<file path="config.mk">
export PLATFORM = sky130hd
export DESIGN_NAME = rfi_mac
export DESIGN_NICKNAME = d
export VERILOG_FILES = /design/src/rtl/rfi_pkg.sv /design/src/rtl/rfi_mac.sv
export SDC_FILE = /design/constraint.sdc
export NUM_CORES = 2
export LEC_CHECK = 0
export BUFFER_PORTS_ARGS = -buffer_cell sky130_fd_sc_hd__buf_2
export CAP_MARGIN = 20
export CORE_ASPECT_RATIO = 1.4
export CORE_MARGIN = 2
export CORE_UTILIZATION = 62
export CTS_BUF_LIST = sky130_fd_sc_hd__clkbuf_2
export DETAILED_ROUTE_END_ITERATION = 6
export PLACE_DENSITY = 0.86
export SYNTH_ARGS = -nofsm -noshare
export SYNTH_HDL_FRONTEND = slang
export SYNTH_SLANG_ARGS = --single-unit
</file>
<file path="constraint.sdc">
create_clock -name i_clk -period 11.2 [get_ports i_clk]
set_input_delay 1.68 -clock i_clk [delete_from_list [all_inputs] [get_ports i_clk]]
set_output_delay 1.68 -clock i_clk [all_outputs]
set_load 0.01 [all_outputs]
</file>
<file path="src/rtl/rfi_pkg.sv">
// Shared types, constants and fixed-point helpers for the rod frame integrator.
`timescale 1ns / 1ps

package rfi_pkg;

    localparam int MAX_SECTIONS_DEF = 4096;
    localparam int CFG_IDX_W        = 2;
    localparam int OPND_W           = 34;
    localparam int ACC_W            = 66;

    localparam logic [CFG_IDX_W-1:0] CFG_TOTAL_LENGTH  = 2'd0;
    localparam logic [CFG_IDX_W-1:0] CFG_SECTION_COUNT = 2'd1;
    localparam logic [CFG_IDX_W-1:0] CFG_FRAME_MODE    = 2'd2;

    localparam logic [1:0] OP_LOAD = 2'd0;
    localparam logic [1:0] OP_ADD  = 2'd1;
    localparam logic [1:0] OP_SUB  = 2'd2;

    localparam logic DS_SQRT = 1'b0;
    localparam logic DS_DIV  = 1'b1;

    localparam logic signed [OPND_W-1:0] ONE30     = 34'sd1073741824;
    localparam logic signed [OPND_W-1:0] PI29      = 34'sd1686629713;
    localparam logic signed [OPND_W-1:0] HALF_PI29 = 34'sd843314857;
    localparam logic signed [OPND_W-1:0] TWO_PI29  = 34'sd3373259426;

    localparam logic signed [OPND_W-1:0] SIN_C [5] = '{
        34'sd178956971, 34'sd8947849, 34'sd213044, 34'sd2959, 34'sd27};
    localparam logic signed [OPND_W-1:0] COS_C [6] = '{
        34'sd536870912, 34'sd44739243, 34'sd1491308, 34'sd26631, 34'sd296, 34'sd2};

    // Negative terms of the Hamilton product, bit = component*4 + q index.
    localparam logic [15:0] QSIGN = 16'h428E;

    typedef struct packed {
        logic signed [31:0] curv_x;
        logic signed [31:0] curv_y;
        logic signed [31:0] curv_z;
        logic               first_section;
    } t_in_item;

    typedef struct packed {
        logic signed [31:0] pos_x;
        logic signed [31:0] pos_y;
        logic signed [31:0] pos_z;
        logic signed [31:0] quat_w;
        logic signed [31:0] quat_x;
        logic signed [31:0] quat_y;
        logic signed [31:0] quat_z;
        logic [12:0]        node_index;
        logic               last_node;
    } t_out_item;

    typedef struct packed {
        logic       start;
        logic [1:0] op;
    } t_mac_ctrl;

    typedef struct packed {
        logic start;
        logic mode;
    } t_ds_ctrl;

    // Shift right by 30, rounding half away from zero.
    function automatic logic signed [ACC_W-1:0] rshift30(input logic signed [ACC_W-1:0] v);
        logic             neg;
        logic [ACC_W-1:0] mag;
        neg = v[ACC_W-1];
        mag = neg ? ACC_W'(-v) : ACC_W'(v);
        mag = (mag + ACC_W'(1 << 29)) >> 30;
        return neg ? -$signed(mag) : $signed(mag);
    endfunction

    function automatic logic signed [31:0] clamp32(input logic signed [ACC_W-1:0] v);
        if (v > 66'sh7FFF_FFFF) begin
            return 32'sh7FFF_FFFF;
        end else if (v < -66'sh8000_0000) begin
            return 32'sh8000_0000;
        end
        return v[31:0];
    endfunction

    function automatic logic signed [31:0] clampq(input logic signed [ACC_W-1:0] v);
        if (v > ONE30) begin
            return 32'sd1073741824;
        end else if (v < -ONE30) begin
            return -32'sd1073741824;
        end
        return v[31:0];
    endfunction

endpackage

</file>
<file path="src/rtl/rfi_mac.sv">
// Shared signed multiply-accumulate unit with a registered product stage.
`timescale 1ns / 1ps

module rfi_mac (
    input  logic                                i_clk,
    input  logic                                i_rst_n,
    input  rfi_pkg::t_mac_ctrl                  i_ctrl,
    input  logic signed [rfi_pkg::OPND_W-1:0]   i_a,
    input  logic signed [rfi_pkg::OPND_W-1:0]   i_b,
    output logic signed [rfi_pkg::ACC_W-1:0]    o_acc
);
    import rfi_pkg::*;

    logic signed [2*OPND_W-1:0] prod;
    logic signed [ACC_W-1:0]    r_p;
    logic [1:0]                 r_op;
    logic                       r_pend;
    logic signed [ACC_W-1:0]    r_acc;

    assign prod = i_a * i_b;

    always_ff @(posedge i_clk) begin
        if (!i_rst_n) begin
            r_pend <= 1'b0;
        end else begin
            r_pend <= i_ctrl.start;
        end
        r_p  <= prod[ACC_W-1:0];
        r_op <= i_ctrl.op;
        if (r_pend) begin
            case (r_op)
                OP_LOAD: r_acc <= r_p;
                OP_ADD:  r_acc <= r_acc + r_p;
                OP_SUB:  r_acc <= r_acc - r_p;
                default: r_acc <= r_p;
            endcase
        end
    end

    assign o_acc = r_acc;

endmodule

</file>
# [Word level (Yosys, flattened, before mapping)]
# Index checks and enable logic that the tools add are counted.
[op_classes] n_addsub=2 n_eq_ne=2 muxes=1 n_mul=1
[op_table] operator="one-hot mux 66 bit (2 select lines)" n=1
[op_table] operator="adder 66 bit" n=1
[op_table] operator="multiplier 34 x 34 -> 66 bit" n=1
[op_table] operator="subtractor 66 bit" n=1
[op_table] operator="== test 2 x 1 -> 1 bit (second input constant)" n=1
[op_table] operator="== test 2 bit (second input constant)" n=1
[word_totals] wordCells=10 inputBits=73 ff_bits=135

# [Logic depth before layout (Yosys ltp)]
[depth] depth_word=2 ltp_mapped=32 mapped_depth_nobuf=30

# [Worst setup path before layout]
# No wires, ideal clock.
[synth_path] path_kind="input to register" from="input i_a[33] (netlist bit)" to="register r_p[62]" t_arrival_ns=8.757 required_ns=11.073 cell_stages=28 setup_ns=0.127 setup_slack_ns=2.316 cell_sequence="clkbuf_1 nand2_1 inv_1 fa_1 inv_1 fa_1 inv_1 fa_1 fa_1 fa_1 fa_1 fa_1 inv_1 fa_1 inv_1 ha_1 clkbuf_1 a21oi_1 o21ai_0 a21o_1 a21o_1 a21o_1 a21o_1 a221o_1 a31o_2 a31oi_1 o21ai_0 xor2_1"
[synth_via] elab_chain_len=1
[synth_lines] item="start: declaration" line="rfi_mac.sv:8" source="input logic signed [rfi_pkg::OPND_W-1:0] i_a,"
[synth_lines] item="multiplier 34 x 34 -> 66 bit" line="rfi_mac.sv:20" source="assign prod = i_a * i_b;"
[synth_lines] item="via prod[62]" line="rfi_mac.sv:14" source="logic signed [2*OPND_W-1:0] prod;"
[synth_lines] item="end signal: assignment" line="rfi_mac.sv:28" source="r_p <= prod[ACC_W-1:0];"
[synth_lines] item="end: declaration" line="rfi_mac.sv:15" source="logic signed [ACC_W-1:0] r_p;"
# The timed path passes the listed nets, and every way through them passes these cells.
# A chain may end at the register's enable or synchronous reset.

# [Final worst setup path]
[layout_path] from="input i_b[19] (netlist bit)" to="register r_p[65]"
[layout_via] elab_chain_len=1
[layout_lines] item="start: declaration" line="rfi_mac.sv:9" source="input logic signed [rfi_pkg::OPND_W-1:0] i_b,"
[layout_lines] item="multiplier 34 x 34 -> 66 bit" line="rfi_mac.sv:20"
[layout_lines] item="via prod[65]" line="rfi_mac.sv:14"
# The timed path passes the listed nets, and every way through them passes these cells.

==> impl_results.md <==
* Status: finished with violations
* Failing checks: DRC
* Final setup viols at 0
* Core Footprint at 80,000 µm²
* H-tree Lvls at 4
* Final Slew Violations at 0
* Vias per cell at 5.99
* EDFF count, synth at 66
* Share of cells above drive strength 1 at 3.89%
* HPWL after detailed placement at 114,000 µm
* Critical Path RT at 11.87 ns
* Post-layout min period at 9.33 ns
* Worst EP arrival at 10.00 ns
* Clock Tree Buf Depth at 2
* Initial antenna violation count at 10
* Post-route ant nets at 0
* Final Hold Fails at 0
* Final Cycle Share at 83.3%
* DRT Pass-1 Iters at 7
* Synth Area per Inst at 9.14 µm²
* Post-Syn Area at 49,900 µm²
* Critical setup path kind: in2reg
* RSZ-0062 raised after global routing: no
* Max Fclk at 107 MHz
* CTS tree: built
* Min-delay worst type: reg2reg
* Die height at 340 µm
* Area Overhead vs Synth at 2.66%
* CTS sink count at 135
* Post-synth top flop: dfxtp_1
* Initial Util at 62.4%
* Total grt overflow at 0
* Layout net count at 6,915
* Fin Setup TNS at 0 ns
* DRC Markers at 5
* Largest net degree at the start of global routing at 106
* Post-CTS Resized at 0
* GPL Wtd Cong at 0.981
* Total GRT Usage at 38.6%
* Vias at 38,500
* Max Clock Skew at 0.0369 ns
* Critical Path Fanout Max at 34
* TritonCTS Buffers at 17
* Slew headroom at 32.4%
* Reg clk slew, reported paths at 0.24 ns
* Num rows at 123
* Yosys warns at 0
* Vias in the first global route at 43,200
* I/O Pins at 139
* Flops & latches, synth at 135
* Setup bufs post-CTS at 0
* Initial DRC count at 3,311
* Worst Tran Pin Value at 1.01 ns
* Worst skew pair latency at 0.77 ns
* Clock root cell: clkbuf_2
* Max Cap Violations at 0
* Gate Count Post-Synth at 5,460
* Post-synthesis sequential area ratio at 6.74%
* CP Capture Type: flip-flop
* Layout Utilization at 64.0%
* WL/cell at 23.3 µm
* Post-Route WL at 150,000 µm
* Syn nets at 7,021
* Critical Path Source Type: input pin
* # hold bufs at CTS at 0
* Die width at 244 µm
* Ys async rst share at 0%
* First-pass GRT wire length at 239,000 µm
* Die area at 82,800 µm²
* Synth unique cells at 69
* PortBufs at 138
==> layout by cell type (no fill, tap or decap), drive strengths merged, types with 76 or more instances in the layout <==
cell	instances
xnor2	155
a21oi	177
nand2	690
ha	268
fa	1220
nor2	131
buf	150
o21ai	135
a21o	76
and2	599
inv	1215
==> flip-flops by register name (all words and copies together) (netlist names) <==
| register | flops |
|---|---|
| o_acc | 66 |
| r_pend | 1 |
| r_op | 2 |
| r_p | 66 |
==> final cells by class <==
| class | instances | area (µm²) |
|---|---|---|
| antenna | 10 | 25.0 |
| clock buffer | 18 | 90.1 |
| clock inverter | 13 | 120 |
| fill | 6357 | 28800 |
| inverter | 1208 | 4530 |
| multi-input combinational | 3842 | 41000 |
| sequential | 135 | 3360 |
| tap | 1062 | 1330 |
| timing repair buffer | 150 | 781 |
==> synthesized netlist by cell type, drive strengths merged (25+ instances only) <==
library cell  instances  area [µm²]
a21o                 76         571
fa                 1220       24400
nor3                 29         145
o21bai               36         274
nand2               690        2590
inv                1208        4530
a21oi               177         886
edfxtp               66        1980
nand2b               25         159
ha                  268        3350
dfxtp                69        1380
and2                599        3750
xor2                 53         464
clkbuf              271        1020
nand3                29         145
nor2                131         492
xnor2               155        1370
nand4                32         200
o21ai               135         676
==> path summary, 6_finish.rpt <==
kind,from,end,slack [ns],cells past startpoint
worst max register to register,r_p[5]$_DFF_P_,o_acc[65]$_DFFE_PP_,5.18,20
worst max-delay path,i_b[19],r_p[65]$_DFF_P_,1.87,25
worst min register to register,r_p[16]$_DFF_P_,o_acc[16]$_DFFE_PP_,0.60,2
worst min-delay path,r_p[16]$_DFF_P_,o_acc[16]$_DFFE_PP_,0.60,2
==> logic make-up after synthesis <==
kind of cell	share of synthesized area (%)
fa+ha+maj	55.6
xor+xnor	3.66
simple gates	16.0
mux	0.208
compound gates	6.59
buf+inv	11.2
flops	6.74
==> stage by stage <==
stage / hold slack (ns) / cell area [µm²] / cells / setup slack (ns)
final: 0.605 / 51200 / 6438 / 1.87
after global routing: 0.661 / 51200 / 6431 / 1.57
after CTS: 0.605 / 51200 / 6428 / 2.29
after detailed placement: 0.579 / 51000 / 6397 / 1.44
after global placement: 0.582 / 51000 / 6397 / 1.58
after floorplan: 0.528 / 49900 / 5460 / 2.32
==> metal layers <==
metal  track usage [%]  share of wire [%]  vias up
met5                 0              0.017        -
met4              37.4                 13        4
met3              11.9                9.8     1054
met2              63.5                 48     2323
met1              38.2                 29    19200
li1                  -                  -    16000
==> worst max-delay path, stage by stage <==
cell,delay (ns)
buf_2,0.71
nand2_1,0.19
fa_1,0.56
fa_1,0.48
inv_1,0.45
fa_1,0.60
fa_1,0.59
fa_1,0.44
fa_1,0.45
fa_1,0.49
inv_1,0.05
fa_1,0.47
inv_1,0.04
ha_1,0.42
nand2_1,0.10
o21ai_0,0.22
nor2_1,0.10
o211ai_1,0.10
o211ai_1,0.23
o31a_1,0.40
nor3_1,0.34
a211oi_1,0.20
o21ai_0,0.30
o221ai_1,0.19
xnor2_1,0.15
Power is left out: the tool's default activity adds up to more than one toggle a clock period on the data nets, which glitch-free logic cannot reach.
