$ cat src/rtl/rfi_pkg.sv
// Shared types, constants and fixed-point helpers for the rod frame integrator.
`timescale 1ns / 1ps

package rfi_pkg;

    localparam int MAX_SECTIONS_DEF = 4096;
    localparam int CFG_IDX_W        = 2;
    localparam int OPND_W           = 34;
    localparam int ACC_W            = 66;

    localparam logic [CFG_IDX_W-1:0] CFG_TOTAL_LENGTH  = 2'd0;
    localparam logic [CFG_IDX_W-1:0] CFG_SECTION_COUNT = 2'd1;
    localparam logic [CFG_IDX_W-1:0] CFG_FRAME_MODE    = 2'd2;

    localparam logic [1:0] OP_LOAD = 2'd0;
    localparam logic [1:0] OP_ADD  = 2'd1;
    localparam logic [1:0] OP_SUB  = 2'd2;

    localparam logic DS_SQRT = 1'b0;
    localparam logic DS_DIV  = 1'b1;

    localparam logic signed [OPND_W-1:0] ONE30     = 34'sd1073741824;
    localparam logic signed [OPND_W-1:0] PI29      = 34'sd1686629713;
    localparam logic signed [OPND_W-1:0] HALF_PI29 = 34'sd843314857;
    localparam logic signed [OPND_W-1:0] TWO_PI29  = 34'sd3373259426;

    localparam logic signed [OPND_W-1:0] SIN_C [5] = '{
        34'sd178956971, 34'sd8947849, 34'sd213044, 34'sd2959, 34'sd27};
    localparam logic signed [OPND_W-1:0] COS_C [6] = '{
        34'sd536870912, 34'sd44739243, 34'sd1491308, 34'sd26631, 34'sd296, 34'sd2};

    // Negative terms of the Hamilton product, bit = component*4 + q index.
    localparam logic [15:0] QSIGN = 16'h428E;

    typedef struct packed {
        logic signed [31:0] curv_x;
        logic signed [31:0] curv_y;
        logic signed [31:0] curv_z;
        logic               first_section;
    } t_in_item;

    typedef struct packed {
        logic signed [31:0] pos_x;
        logic signed [31:0] pos_y;
        logic signed [31:0] pos_z;
        logic signed [31:0] quat_w;
        logic signed [31:0] quat_x;
        logic signed [31:0] quat_y;
        logic signed [31:0] quat_z;
        logic [12:0]        node_index;
        logic               last_node;
    } t_out_item;

    typedef struct packed {
        logic       start;
        logic [1:0] op;
    } t_mac_ctrl;

    typedef struct packed {
        logic start;
        logic mode;
    } t_ds_ctrl;

    // Shift right by 30, rounding half away from zero.
    function automatic logic signed [ACC_W-1:0] rshift30(input logic signed [ACC_W-1:0] v);
        logic             neg;
        logic [ACC_W-1:0] mag;
        neg = v[ACC_W-1];
        mag = neg ? ACC_W'(-v) : ACC_W'(v);
        mag = (mag + ACC_W'(1 << 29)) >> 30;
        return neg ? -$signed(mag) : $signed(mag);
    endfunction

    function automatic logic signed [31:0] clamp32(input logic signed [ACC_W-1:0] v);
        if (v > 66'sh7FFF_FFFF) begin
            return 32'sh7FFF_FFFF;
        end else if (v < -66'sh8000_0000) begin
            return 32'sh8000_0000;
        end
        return v[31:0];
    endfunction

    function automatic logic signed [31:0] clampq(input logic signed [ACC_W-1:0] v);
        if (v > ONE30) begin
            return 32'sd1073741824;
        end else if (v < -ONE30) begin
            return -32'sd1073741824;
        end
        return v[31:0];
    endfunction

endpackage

$ cat src/rtl/rfi_divsqrt.sv
// Bit-serial unit: integer square root of 64 bits or 64-by-32 division.
`timescale 1ns / 1ps

module rfi_divsqrt (
    input  logic              i_clk,
    input  logic              i_rst_n,
    input  rfi_pkg::t_ds_ctrl i_ctrl,
    input  logic [63:0]       i_num,
    input  logic [31:0]       i_den,
    output logic              o_done,
    output logic [31:0]       o_res
);
    import rfi_pkg::*;

    logic        r_busy;
    logic        r_done;
    logic        r_mode;
    logic [4:0]  r_cnt;
    logic [63:0] r_src;
    logic [35:0] r_rem;
    logic [31:0] r_res;
    logic [31:0] r_den;

    logic [35:0] sq_rem2;
    logic [35:0] sq_trial;
    logic [32:0] dv_rem2;

    assign sq_rem2  = {r_rem[33:0], r_src[63:62]};
    assign sq_trial = {2'b00, r_res, 2'b01};
    assign dv_rem2  = {r_rem[31:0], r_src[63]};

    always_ff @(posedge i_clk) begin
        if (!i_rst_n) begin
            r_busy <= 1'b0;
            r_done <= 1'b0;
        end else begin
            r_done <= 1'b0;
            if (i_ctrl.start) begin
                r_busy <= 1'b1;
                r_cnt  <= '0;
                r_mode <= i_ctrl.mode;
                r_den  <= i_den;
                r_res  <= '0;
                if (i_ctrl.mode == DS_SQRT) begin
                    r_src <= i_num;
                    r_rem <= '0;
                end else begin
                    r_src <= {i_num[31:0], 32'd0};
                    r_rem <= {4'd0, i_num[63:32]};
                end
            end else if (r_busy) begin
                if (r_mode == DS_SQRT) begin
                    r_src <= {r_src[61:0], 2'b00};
                    if (sq_rem2 >= sq_trial) begin
                        r_rem <= sq_rem2 - sq_trial;
                        r_res <= {r_res[30:0], 1'b1};
                    end else begin
                        r_rem <= sq_rem2;
                        r_res <= {r_res[30:0], 1'b0};
                    end
                end else begin
                    r_src <= {r_src[62:0], 1'b0};
                    if (dv_rem2 >= {1'b0, r_den}) begin
                        r_rem <= 36'(dv_rem2 - {1'b0, r_den});
                        r_res <= {r_res[30:0], 1'b1};
                    end else begin
                        r_rem <= 36'(dv_rem2);
                        r_res <= {r_res[30:0], 1'b0};
                    end
                end
                r_cnt <= r_cnt + 5'd1;
                if (r_cnt == 5'd31) begin
                    r_busy <= 1'b0;
                    r_done <= 1'b1;
                end
            end
        end
    end

    assign o_done = r_done;
    assign o_res  = r_res;

endmodule

$ cat config.mk
export PLATFORM = sky130hd
export DESIGN_NAME = rfi_divsqrt
export DESIGN_NICKNAME = d
export VERILOG_FILES = /design/src/rtl/rfi_pkg.sv /design/src/rtl/rfi_divsqrt.sv
export SDC_FILE = /design/constraint.sdc
export NUM_CORES = 1
export LEC_CHECK = 0
export BUFFER_PORTS_ARGS = -buffer_cell sky130_fd_sc_hd__buf_2
export CAP_MARGIN = 20
export CORE_MARGIN = 5
export CORE_UTILIZATION = 43
export DETAILED_ROUTE_END_ITERATION = 7
export PLACE_DENSITY = 0.69
export SLEW_MARGIN = 20
export SYNTH_ARGS = -nofsm -noshare
export SYNTH_HDL_FRONTEND = slang
export SYNTH_SLANG_ARGS = --single-unit
$ cat constraint.sdc
create_clock -name i_clk -period 9.4 [get_ports i_clk]
set_input_delay 0.47 -clock i_clk [delete_from_list [all_inputs] [get_ports i_clk]]
set_output_delay 0.47 -clock i_clk [all_outputs]
set_load 0.02 [all_outputs]
### After elaboration in Yosys (flattened, before gate mapping)

Cells that the tools add are included.

| storage, ports and cells | value |
|---|---|
| bits in latches | 0 |
| ROM bits | 0 |
| logic and storage cells | 39 |
| memories kept | 0 |
| memory bits (writable) | 0 |
| bits in registers | 170 |

| operators by class | value |
|---|---|
| equal/unequal tests | 1 |
| div/mod/pow operators | 0 |
| $lt $le $gt $ge | 2 |
| bitwise operators | 2 |
| $add $sub $neg | 3 |
| reductions and logical operators | 4 |
| shifts and indexed selects | 0 |
| muxes and demuxes | 19 |
| multipliers | 0 |

Operators by type and width:

| operator | number |
|---|---|
| 2-to-1 mux 64 bit | 4 |
| 2-to-1 mux 34 bit | 5 |
| 2-to-1 mux 32 bit | 2 |
| >= comparator 36 x 34 -> 1 bit | 1 |
| subtractor 33 x 32 -> 34 bit | 1 |
| subtractor 34 bit | 1 |
| >= comparator 33 x 32 -> 1 bit | 1 |
| 2-to-1 mux 1 bit | 7 |
| adder 5 x 1 -> 5 bit, second input constant | 1 |
| equality test 5 bit, second input constant | 1 |
| 2-to-1 mux 5 bit | 1 |
| AND reduction 2 bit | 2 |
| OR reduction 3 bit | 1 |
| inverter 1 bit | 2 |
| nonzero test 2 bit | 1 |

### Depth between registers and ports, before layout

Gate-level depths: netlist (run 1).

| logic depth | value |
|---|---|
| depth in word-level cells | 5 |
| depth in mapped cells | 15 |

### Least setup slack after synthesis (run 1)

No wires, ideal clock.

| path | value |
|---|---|
| path kind | input port to flip-flop |
| start | input i_ctrl[1] in the netlist's numbering |
| end | register r_res[0] (netlist: o_res[0]) (enable) |
| arrival time | 3.808 ns |
| setup slack | 5.085 ns |
| buffers on the path | 1 |
| required time | 8.894 ns |
| stages | 2 |
| cells stage by stage | clkbuf_1 > o21a_1 |

| on the way | value |
|---|---|
| word-level cells in the longest chain between the ends | 2 |

Ends and longest elaborated chain:

| item | line | source |
|---|---|---|
| start, declared | rfi_divsqrt.sv:7 | `input rfi_pkg::t_ds_ctrl i_ctrl,` |
| nonzero test 2 bit (no source line) | -- |  |
| AND reduction 2 bit (no source line) | -- |  |
| end signal, assigned | rfi_divsqrt.sv:56 | `r_res <= {r_res[30:0], 1'b1};` |
| end signal, assigned | rfi_divsqrt.sv:59 | `r_res <= {r_res[30:0], 1'b0};` |
| end signal, assigned | rfi_divsqrt.sv:65 | `r_res <= {r_res[30:0], 1'b1};` |
| end, declared | rfi_divsqrt.sv:21 | `logic [31:0] r_res;` |

No other way between the ends.
A chain may end at the register's enable or synchronous reset.

### Final worst setup path (run 1)

| path | value |
|---|---|
| start | register r_src[63] |
| end | register r_rem[2], data pin |

| on the way | value |
|---|---|
| word-level cells in the longest chain between the ends | 5 |
| elaborated cells between the ends (all ways) | 9 |
| classes of those cells | add/sub (2); order compare (2); mux (5) |

Ends and longest elaborated chain:

| item | line | source |
|---|---|---|
| start, declared | rfi_divsqrt.sv:19 | `logic [63:0] r_src;` |
| start signal, assigned | rfi_divsqrt.sv:45 | `r_src <= i_num;` |
| start signal, assigned | rfi_divsqrt.sv:48 | `r_src <= {i_num[31:0], 32'd0};` |
| start signal, assigned | rfi_divsqrt.sv:53 | `r_src <= {r_src[61:0], 2'b00};` |
| subtractor 34 bit, or another cell as far along | rfi_divsqrt.sv:55 | `r_rem <= sq_rem2 - sq_trial;` |
| 2-to-1 mux 34 bit (on tied branches) | rfi_divsqrt.sv:54, rfi_divsqrt.sv:63 |  |
| 2-to-1 mux 34 bit (*) | rfi_divsqrt.sv:52 | `if (r_mode == DS_SQRT) begin` |
| 2-to-1 mux 34 bit (*) | rfi_divsqrt.sv:51 | `end else if (r_busy) begin` |
| 2-to-1 mux 34 bit (*) | rfi_divsqrt.sv:38 | `if (i_ctrl.start) begin` |
| end signal, assigned | rfi_divsqrt.sv:49 | `r_rem <= {4'd0, i_num[63:32]};` |
| end signal, assigned | rfi_divsqrt.sv:55 |  |
| end signal, assigned | rfi_divsqrt.sv:58 | `r_rem <= sq_rem2;` |
| end, declared | rfi_divsqrt.sv:20 | `logic [35:0] r_rem;` |

Mark *: on every way between the ends. The rest lies on a longest branch, timed or not. The select of a mux whose other input is x is not followed.

==> metrics.md, run 1 <==
| Metric | Value |
|---|---|
| Syn_area_per_cell | `9.61 sq um` |
| Worst Skew | `9.32 ps` |
| WL per Instance | `20.2 microns` |
| Peak VDD IR | `0.113 mV` |
| Primary FF master, synth | `edfxtp_1` |
| Internal power | `1.62 mW` |
| # nets final | `1521` |
| Total Neg Setup Slack | `0 ps` |
| Final Cycle Share | `43.3%` |
| Dpl ws | `5440 ps` |
| First-pass GRT wire length | `54.5 mm` |
| Clock root cell | `clkbuf_16` |
| Post-CTS sizing | `0` |
| Dominant cells by area after synthesis | `edfxtp_1 (42%), ha_1 (7.1%), mux2i_1 (6.1%)` |
| Die area | `0.0315 sq mm` |
| Setup Buffers After CTS | `0` |
| IO Port Bufs | `132` |
| Worst skew pair latency | `440 ps` |
| Clock period minus worst slack | `4070 ps` |
| FMAX | `0.245 GHz` |
| Synth Register Bits | `170` |
| Detailed placement HPWL | `25.7 mm` |
| # IOs | `133` |
| Vias per inst | `5.90` |
| Routed Wire Length | `35.3 mm` |
| Die X | `177 microns` |
| CTS tree | `done` |
| Hold WC Path Type | `in -> reg` |
| DRC viols | `0` |
| Critical path peak fanout | `36` |
| Critical Path Start Type | `flop` |
| CP most frequent cell | `a211oi_1` |
| WHS | `202 ps` |
| Area occupied by multi-input gates | `0.00637 sq mm` |
| Max-slew headroom | `28.7%` |
| Via count | `10300` |
| Status | `finished clean` |
| Final setup violation count | `0` |
| Seq/Total Area, Yosys | `42.2%` |
| Syn Nets | `1424` |
| Distinct cells, synth | `79` |
| CP max stage delay | `690 ps` |
| DR pass1 iterations | `5` |
| Global placer's final weighted congestion | `0.913` |
| Fill cells | `2631` |
| Core Footprint | `0.0277 sq mm` |
| Critical Path, Cell by Cell | `inv_1 > ha_1 > fa_1 > nor2b_1 > o21ai_0 > nand2b_1 > a211oi_1 > a211oi_1 > o211a_4 > nor2_4 > o311ai_0 > a32o_1` |
| Cell taking the most area after synthesis | `edfxtp_1` |
| Commonest cells post-synth | `edfxtp_1 (168), nand2_1 (111), a21oi_1 (106)` |
| Setup crit end kind | `flop` |
| CTS max path bufs | `2` |
| Largest net degree at the start of global routing | `107` |
| Post-synth ARST share | `0%` |
| Comb power frac | `31.2%` |
| CTS clk-pin slew, worst paths | `70 ps` |
| Row count | `61` |
| NetSw | `0.865 mW` |
| Switching Share | `34.9%` |
| Final worst slack | `5330 ps` |
| Synth Cell Area | `0.0121 sq mm` |
| CTS buffer count | `17` |
| Least-Margin Pin Slew | `1070 ps` |
| Cell count after synthesis | `1255` |
| Area grow syn2layout | `12.8%` |
| Initial antenna violation count | `0` |
| Data required, critical path | `9590 ps` |
| Clock sinks | `170` |
| Total of max-cap violations | `0` |
| CTS H-Tree Depth | `4` |
| Post-synth EDFFs | `168` |
| Clk pwr share | `30.2%` |
| Power Density | `182 mW/mm^2` |
| Layout cell share with drive strength beyond 1 | `14.6%` |
| Total track usage | `22.2%` |
| Number of global-route vias before repair | `9774` |
| CP Class | `reg -> reg` |
| RSZ-0062 raised after global routing | `false` |
| Reg area | `0.00508 sq mm` |
| Hold buffer count at cts | `0` |
| Most instantiated library cell after synthesis | `edfxtp_1` |
| Starting Density | `43.5%` |
| DRT iter0 DRCs | `904` |
| Remaining antenna violation count after routing | `0` |
| Crit path DAT | `4270 ps` |
| Reg power frac | `38.7%` |
| Final Hold Vio Count | `0` |
| Ant diodes | `0` |
| Overall power | `2.48 mW` |
| Synth top area share | `41.8%` |
| Yosys Warn Count | `0` |
| Die span in y | `177 microns` |
| Lkg Pwr | `5.64 nW` |
| Slew Viols, Final | `0` |
| GRT overflow | `0` |
| Worst path slowest cell | `nor2_4` |
## metrics by stage
step                utilization [%]  cells  instance area (sq um)
floorplan                         -   1255                  12100
global placement               46.9   1711                  13000
detailed placement             46.9   1711                  13000
CTS                            49.1   1743                  13600
global route                   49.1   1743                  13600
finish                         49.1   1743                  13600
## registers in the layout, indices dropped and copies added (netlist names)
signal / flops
r_src: 64
r_busy: 1
r_cnt: 5
r_mode: 1
r_rem: 34
o_res: 32
r_den: 32
o_done: 1
## critical path: cells and delay by family (launching register included)
family                     cells  cell delay [ps]
and+or+nand+nor                3              900
adders and majority gates      2              380
buffers and inverters          1              150
DFF                            1              440
AOI/OAI and AO/OA              6             1940
## path summary, 6_finish.rpt
check | endpoint | cells after the start | slack (ps) | from
setup / recovery | r_rem[2] | 12 | 5330 | r_src[63]
hold / removal | r_den[31] | 1 | 200 | i_den[31]
setup reg to reg | r_rem[2] | 12 | 5330 | r_src[63]
hold reg to reg | o_done | 1 | 550 | r_busy
## cell usage in the layout, fill, tap and decap left out, types with 11 or more instances in the layout
cell type,synthesis,layout
inv_1,88,88
nor2_1,90,89
nand4_1,16,16
a21o_1,29,29
nand3_1,20,20
nand2_1,111,111
nor2b_1,39,39
o21ai_0,75,75
xor2_1,23,23
a21oi_1,106,106
mux2i_1,73,73
o211ai_1,26,26
buf_2,8,131
o21bai_1,11,11
nor3_1,16,16
a211oi_1,46,46
edfxtp_1,168,168
ha_1,68,68
clkbuf_16,0,17
buf_4,1,11
xnor2_1,36,36
## logic make-up after synthesis
family          synth area share, %
flops                          42.2
simple gates                   13.5
compound gates                 21.3
xor+xnor                       4.29
buf+inv                        5.13
fa+ha+maj                      7.22
mux                            6.40
## per-layer routing
layer / wire length, microns / part of all wire [%] / track usage [%]
met4: 791 / 2.2 / 7.44
met5: 0 / 0 / 0
met2: 15600 / 44 / 33.5
met3: 3220 / 9.1 / 4.77
met1: 15700 / 45 / 31.8
## layout make-up
class                   count  area share, %
multi-input cells         933           46.8
flip-flops and latches    170           37.4
repair buffers            142           5.43
well taps                 378           3.48
clock buffers              17           3.13
inverters                  88           2.43
clock inverters            15           1.33
## power by group through the flow
| stage | clock (mW) | sequential (mW) | combinational [mW] |
|---|---|---|---|
| finish | 0.748 | 0.959 | 0.773 |
| global route | 0.793 | 0.965 | 0.848 |
| detailed placement | 0 | 0.974 | 0.759 |
| global placement | 0 | 0.972 | 0.753 |
| CTS | 0.757 | 0.958 | 0.764 |
| floorplan | 0 | 0.969 | 0.566 |
(Power assumes the default switching activity.)
==> run 2, diff against run 1 <==
==> constraint.sdc (replaced) <==
create_clock -name i_clk -period 3.9 [get_ports i_clk]
set_input_delay 0.195 -clock i_clk [delete_from_list [all_inputs] [get_ports i_clk]]
set_output_delay 0.195 -clock i_clk [all_outputs]
set_load 0.02 [all_outputs]
==> metrics.md, run 2 (same netlist as run 1, synthesis figures left out) <==
| Metric | Value |
|---|---|
| Status | `finished clean` |
| Routed Wire Length | `35.6 mm (+0.76%)` |
| Post-route non-filler standard cell count | `1797 (+3.1%)` |
| Crit path DAT | `3960 ps (-310 ps)` |
| CTS clk-pin slew, worst paths | `80 ps (about the same)` |
| Placed insts | `1733 (+1.3%)` |
| Largest regs | `r_src (64), r_rem (34)` |
| Reg area | `0.00508 sq mm (unchanged)` |
| Final Util | `51.0% (+1.9 points)` |
| CTS tree | `done` |
| # nets final | `1575 (+3.6%)` |
| Core Footprint | `0.0277 sq mm (unchanged)` |
| Critical Path Start Type | `flop` |
| Switching Share | `35.3% (+0.48 points)` |
| CTS H-Tree Depth | `4 (unchanged)` |
| Internal power | `3.91 mW (+140%)` |
| Area grow syn2layout | `17.2%` |
| Ant diodes | `0 (unchanged)` |
| Die span in y | `177 microns (unchanged)` |
| Total Neg Setup Slack | `0 ps (unchanged)` |
| Largest net degree at the start of global routing | `89 (-17%)` |
| Reg power frac | `38.2% (-0.5 points)` |
| Detailed placement HPWL | `26.4 mm (+2.6%)` |
| Worst Reg-to-Reg Cells | `11 (-1)` |
| Global placer's final weighted congestion | `0.947 (+3.7%)` |
| Most common cell after layout, fill and taps aside | `edfxtp_1` |
| IO Port Bufs | `132 (unchanged)` |
| Final Hold Vio Count | `0 (unchanged)` |
| Least-Margin Pin Slew | `1030 ps (-43.8 ps)` |
| Peak VDD IR | `0.245 mV (+120%)` |
| Max-slew headroom | `31.6% (+2.9 points)` |
| Power Density | `428 mW/mm^2 (+130%)` |
| Layout cell share with drive strength beyond 1 | `15.6% (+1.1 points)` |
| Die area | `0.0315 sq mm (unchanged)` |
| Critical path peak fanout | `18 (-50%)` |
| Number of global-route vias before repair | `9840 (+0.68%)` |
| WL per Instance | `19.8 microns (-2.3%)` |
| Max reg flops | `64 (unchanged)` |
| CP Class | `reg -> reg` |
| Setup Buffers After CTS | `0 (unchanged)` |
| Finished Cell Area | `0.0141 sq mm (+3.9%)` |
| Fill cells | `2548 (-3.2%)` |
| CTS buffer count | `17 (unchanged)` |
| NetSw | `2.14 mW (+150%)` |
| Row count | `61 (unchanged)` |
| RSZ-0062 raised after global routing | `false` |
| Final Cycle Share | `96.9% (+54 points)` |
| Starting Density | `43.5% (unchanged)` |
| DR pass1 iterations | `6 (+1)` |
| Remaining antenna violation count after routing | `0 (unchanged)` |
| Total of max-cap violations | `0 (unchanged)` |
| GRT overflow | `0 (unchanged)` |
| Min-Delay Path Depth | `3 (+2)` |
| First-pass GRT wire length | `54.5 mm (about the same)` |
| Setup crit end kind | `flop` |
| Vias per inst | `5.79 (-1.9%)` |
| Final setup violation count | `0 (unchanged)` |
| DRC viols | `0 (unchanged)` |
| Area occupied by multi-input gates | `0.00637 sq mm (about the same)` |
| Clock period minus worst slack | `3780 ps (-295 ps)` |
| Hold WC Path Type | `in -> reg` |
| Initial antenna violation count | `0 (unchanged)` |
| FMAX | `0.265 GHz (+7.8%)` |
| Via count | `10400 (+1.1%)` |
| # IOs | `133 (unchanged)` |
| Die X | `177 microns (unchanged)` |
| Worst Skew | `12.8 ps (+3.46 ps)` |
| Commonest cells after routing, fill and taps aside | `edfxtp_1 (168), buf_2 (131), nand2_1 (111), a21oi_1 (106), nor2_1 (89)` |
| Clk pwr share | `29.2% (-1.0 points)` |
| Comb power frac | `32.6% (+1.4 points)` |
| Data required, critical path | `4080 ps (-5510 ps)` |
| Most flops, register | `r_src` |
| Total track usage | `22.2% (about the same)` |
| DP Area | `0.0132 sq mm (+1.7%)` |
| Clock sinks | `170 (unchanged)` |
| Worst skew pair latency | `440 ps (about the same)` |
| Lkg Pwr | `5.90 nW (+4.5%)` |
| DRT iter0 DRCs | `1076 (+19%)` |
| CTS max path bufs | `2 (unchanged)` |
| Slew Viols, Final | `0 (unchanged)` |
| Clock root cell | `clkbuf_16` |
## run 2: what timing repair did
item | CTS | global route
resized for setup | 0 | 1
endpoints found under the setup margin | 0 | 2
hold buffers | 32 | 0
endpoints found under the hold margin | 32 | 0
## run 2: worst paths after layout
check / slack [ps] / from / to
max: 120 / r_rem[0] / r_rem[13]
min: 50 / i_num[11] / r_src[11]
max reg2reg: 120 / r_rem[0] / r_rem[13]
min reg2reg: 550 / r_busy / o_done
## run 2: metrics by stage
step                hold WS, ps  total power [mW]  setup WS, ps
floorplan                   294              3.69           787
global placement            371              4.24           200
detailed placement          373              4.25           113
CTS                        35.8              6.04           134
global route               50.6              6.35          22.5
finish                     48.0              6.05           122
## run 2: final cells by class
type | instances | share of cell area [%]
Clock inverter | 15 | 1.26
Timing Repair Buffer | 196 | 9.01
Clock buffer | 17 | 3.01
Tap cell | 378 | 3.35
Sequential cell | 170 | 36.0
Inverter | 88 | 2.34
Multi-Input combinational cell | 933 | 45.1
## run 2: per-layer routing
layer / vias to the layer above / GRT usage [%] / wire length [microns]
li1: 4961 / - / -
met1: 4922 / 32.1 / 16100
met2: 464 / 34.7 / 15900
met3: 52 / 3.28 / 2870
met4: 0 / 6.64 / 718
met5: - / 0 / 0
## run 2: power groups by stage
| stage | clock network, mW | logic [mW] | registers [mW] |
|---|---|---|---|
| finish | 1.77 | 1.97 | 2.31 |
| global route | 1.86 | 2.16 | 2.32 |
| CTS | 1.79 | 1.94 | 2.31 |
| detailed placement | 0 | 1.91 | 2.35 |
| global placement | 0 | 1.89 | 2.34 |
| floorplan | 0 | 1.36 | 2.33 |
## run 2: worst max-delay path, stage by stage (launching register included)
cell and delay [ps]:
edfxtp_1 470, ha_1 420, nand2b_1 130, a211oi_1 390
o41a_1 220, o21ai_1 110, a31oi_2 300, nor2_2 120
o211a_4 340, nor2_8 330, mux2_1 370, a221o_1 310
